--- config.mk ---
export PLATFORM = sky130hd
export DESIGN_NAME = scta_div
export DESIGN_NICKNAME = d
export VERILOG_FILES = /design/src/scta_div.sv
export SDC_FILE = /design/constraint.sdc
export NUM_CORES = 1
export LEC_CHECK = 0
export BUFFER_PORTS_ARGS = -buffer_cell sky130_fd_sc_hd__buf_2
export CAP_MARGIN = 0
export CORE_MARGIN = 3
export CORE_UTILIZATION = 50
export DETAILED_ROUTE_END_ITERATION = 6
export MAX_ROUTING_LAYER = met4
export PLACE_DENSITY = 0.77
export SLEW_MARGIN = 5
export SYNTH_ARGS = -nofsm -noshare
export SYNTH_HDL_FRONTEND = slang
export SYNTH_SLANG_ARGS = --single-unit
--- constraint.sdc ---
create_clock -name clk -period 2.7 [get_ports clk]
set_input_delay 0.27 -clock clk [delete_from_list [all_inputs] [get_ports clk]]
set_output_delay 0.27 -clock clk [all_outputs]
set_load 0.05 [all_outputs]
--- src/scta_div.sv ---
// Restoring bit-serial unsigned divider, one quotient bit per cycle.
`timescale 1ns / 1ps
`default_nettype none
module scta_div #(
  parameter int DW = 19,
  parameter int VW = 7
) (
  input  wire logic          clk,
  input  wire logic          rst_n,
  input  wire logic          start,
  input  wire logic [DW-1:0] dividend,
  input  wire logic [VW-1:0] divisor,
  output logic               done,
  output logic [DW-1:0]      quotient
);

  localparam int CNW = $clog2(DW + 1);

  logic           busy_r;
  logic           done_r;
  logic [CNW-1:0] cnt_r;
  logic [DW-1:0]  quo_r;
  logic [VW-1:0]  rem_r;
  logic [VW-1:0]  den_r;

  logic [VW:0]    trial;
  logic [VW:0]    diff;
  logic           ge;
  logic [VW-1:0]  rem_nxt;

  assign trial   = {rem_r, quo_r[DW-1]};
  assign diff    = trial - {1'b0, den_r};
  assign ge      = (trial >= {1'b0, den_r});
  // remainder stays below the divisor, so the top bit drops safely
  assign rem_nxt = ge ? diff[VW-1:0] : trial[VW-1:0];

  always_ff @(posedge clk) begin
    if (!rst_n) begin
      busy_r <= 1'b0;
      done_r <= 1'b0;
      cnt_r  <= '0;
    end else begin
      done_r <= 1'b0;
      if (start) begin
        busy_r <= 1'b1;
        cnt_r  <= '0;
        quo_r  <= dividend;
        rem_r  <= '0;
        den_r  <= divisor;
      end else if (busy_r) begin
        quo_r <= {quo_r[DW-2:0], ge};
        rem_r <= rem_nxt;
        cnt_r <= cnt_r + 1'b1;
        if (cnt_r == CNW'(DW - 1)) begin
          busy_r <= 1'b0;
          done_r <= 1'b1;
        end
      end
    end
  end

  assign done     = done_r;
  assign quotient = quo_r;

endmodule
`default_nettype wire

==> impl_results.md <==
- Clock transition at path regs: 70 ps
- Crit-path max FO: 7
- Crit Path Class: flip-flop to flip-flop
- Vias: 1,391
- Data required, critical path: 2800 ps
- Net count, final: 248
- Commonest cells after routing, fill and taps aside: 48 x buf_2, 33 x edfxtp_1, 19 x mux2_2
- Layout cell share with drive strength beyond 1: 40.0%
- Worst setup EP type: flip-flop
- Power Density: 639 nW/µm²
- Iter 0 DRT Violations: 62
- ANT nets after route: 0
- Cell Area, Placed: 2320 µm²
- DPL Wire Length: 2.92 mm
- #FFs+latches synth: 40
- GR Overflow Total: 0
- Achievable Freq: 463 MHz
- Final WL: 3.91 mm
- Largest net degree at the start of global routing: 31
- Final Hold Viols: 0
- Final Setup Violations: 0
- Vias in the first global route: 1,446
- CTS Root Cell: clkbuf_8
- CTS Buf Count: 5
- P&R area growth vs syn: 19.3%
- Status: finished clean
- Vias per Instance: 5.39
- Die area: 4880 µm²
- Io pins: 49
- Commonest non-fill, non-tap cell in the layout: buf_2
- H-Tree Level Count: 2
- Gate count of the mapped netlist: 158
- Max_cap viols: 0
- Hold buffers post-CTS: 0
- Clk sink count: 40
- Design area: 2430 µm²
- Worst Hold Class: input port to flip-flop
- Setup TNS: 0 ps
- DR pass1 iterations: 4
- Final Max Slew Viols: 0
- Most used flip-flop cell after synthesis: edfxtp_1
- Die height: 69.9 µm
- Wire length per cell: 15.2 µm
- Seq/Total Area, Yosys: 55.5%
- CTS Buffer Depth: 2
- Core area: 3800 µm²
- Avg Inst Size Synth: 12.9 µm²
- RSZ-0062 raised after global routing: false
- I/O Buffers: 48
- Worst Clk Skew: 4.11 ps
- Initial antenna violation count: 0
- Syn Std Cell Area: 2040 µm²
- Clock insertion delay at the later pin of the skew report: 280 ps
- Initial Utilization: 53.7%
- Asr flop ratio synth: 0%
- CTS tree: built
- Slew HR: 61.3%
- Static leakage: 0.000958 µW
- Placer Congestion: 0.885
- Total GRT Usage: 17.4%
- CP startpoint kind: flip-flop
- VDD IR max: 439 µV
- Post-route minimum period: 2160 ps
- Post-CTS sizing: 0
- Wire length of the first global-routing pass: 6.61 mm
- Slew @ Worst Pin: 581 ps
- Row count: 22
- Post-synth cell types: 43
- Worst Path Arrival: 2260 ps
- Post-synth EDFFs: 33
- Syn Nets: 197
- Drt drc: 0
- Die width: 69.9 µm
- Post-CTS setup buffer count: 0
- Yosys warns: 0
- Final period util: 80.0%
- Antenna diode count: 0
## Yosys cell counts (all sizes together), types with 2 or more instances
| master | instances | area (µm²) |
|---|---|---|
| xnor2 | 3 | 26.3 |
| xor2 | 3 | 26.3 |
| inv | 11 | 41.3 |
| mux2i | 2 | 20.0 |
| buf | 3 | 15.0 |
| o22ai | 2 | 12.5 |
| a31oi | 2 | 27.5 |
| nand2 | 4 | 22.5 |
| mux2 | 19 | 214 |
| nor2 | 8 | 32.5 |
| o21ai | 7 | 38.8 |
| dfxtp | 7 | 140 |
| o21a | 3 | 22.5 |
| nand3b | 3 | 22.5 |
| nand4 | 3 | 18.8 |
| edfxtp | 33 | 991 |
| a211oi | 3 | 22.5 |
| ha | 9 | 113 |
| nand2b | 3 | 18.8 |
| clkbuf | 2 | 7.51 |
| nand3 | 5 | 25.0 |
| nor3 | 2 | 10.0 |
| a21oi | 8 | 43.8 |
## worst paths after layout
path                 from        to  slack (ps)  cells past startpoint
min reg2reg      cnt_r[4]      done         520                      2
max          quotient[18]  rem_r[0]         540                      8
max reg2reg  quotient[18]  rem_r[0]         540                      8
min            divisor[4]  den_r[4]         160                      1
## routing by layer
layer / wire (µm) / vias to the layer above / GRT usage [%]
li1: - / 691 / -
met1: 1670 / 654 / 20.3
met2: 2020 / 37 / 29.2
met3: 152 / 9 / 4.03
met4: 65 / 0 / 6.38
met5: 0 / - / -
## report_power, final
group / leakage, µW / internal [µW] / switching, µW / total [µW]
combinational: 0.000530 / 134 / 210 / 344
clock: 0.0000552 / 274 / 194 / 468
sequential: 0.000372 / 720 / 22.4 / 742
## metrics by stage
| stage | utilization (%) | hold slack, ps | total power [µW] | std cells | setup slack, ps |
|---|---|---|---|---|---|
| 5_1_grt | 64.0 | 142 | 1640 | 258 | 392 |
| 2_1_floorplan | - | 369 | 1020 | 158 | 384 |
| 4_1_cts | 64.0 | 146 | 1570 | 258 | 545 |
| 3_5_place_dp | 61.2 | 448 | 1100 | 250 | 557 |
| 3_3_place_gp | 61.2 | 446 | 1090 | 250 | 639 |
| 6_report | 64.0 | 156 | 1550 | 258 | 539 |
## cell type report
class / count / area (µm²)
clock buffer: 6 / 72.6
sequential: 40 / 1130
multi-input combinational: 102 / 845
clock inverter: 2 / 35.0
tap: 48 / 60.1
fill: 302 / 1370
inverter: 11 / 41.3
timing repair buffer: 49 / 248
## registers in the layout, indices dropped and copies added (netlist names)
register and count:
rem_r 7, quotient 19, den_r 7, done 1, busy_r 1, cnt_r 5
## worst max-delay path, cell delays in order, from the launching register on
cell,delay (ps)
edfxtp_1,370
inv_1,50
ha_1,220
fa_1,400
nand2b_1,200
o2bb2ai_2,180
a31oi_4,230
nor3_1,80
a211oi_1,250
## kinds of logic after synthesis
kind of cell             Yosys count  synth area share, %
AO/OA/AOI/OAI                     30                 11.2
XOR/XNOR                           6                 2.58
adder cells (fa/ha/maj)           10                 6.50
buffers and inverters             16                 3.13
flip-flops                        40                 55.5
multiplexers                      21                 11.5
AND/OR/NAND/NOR                   35                 9.63
Power figures use the tool's default switching activity.
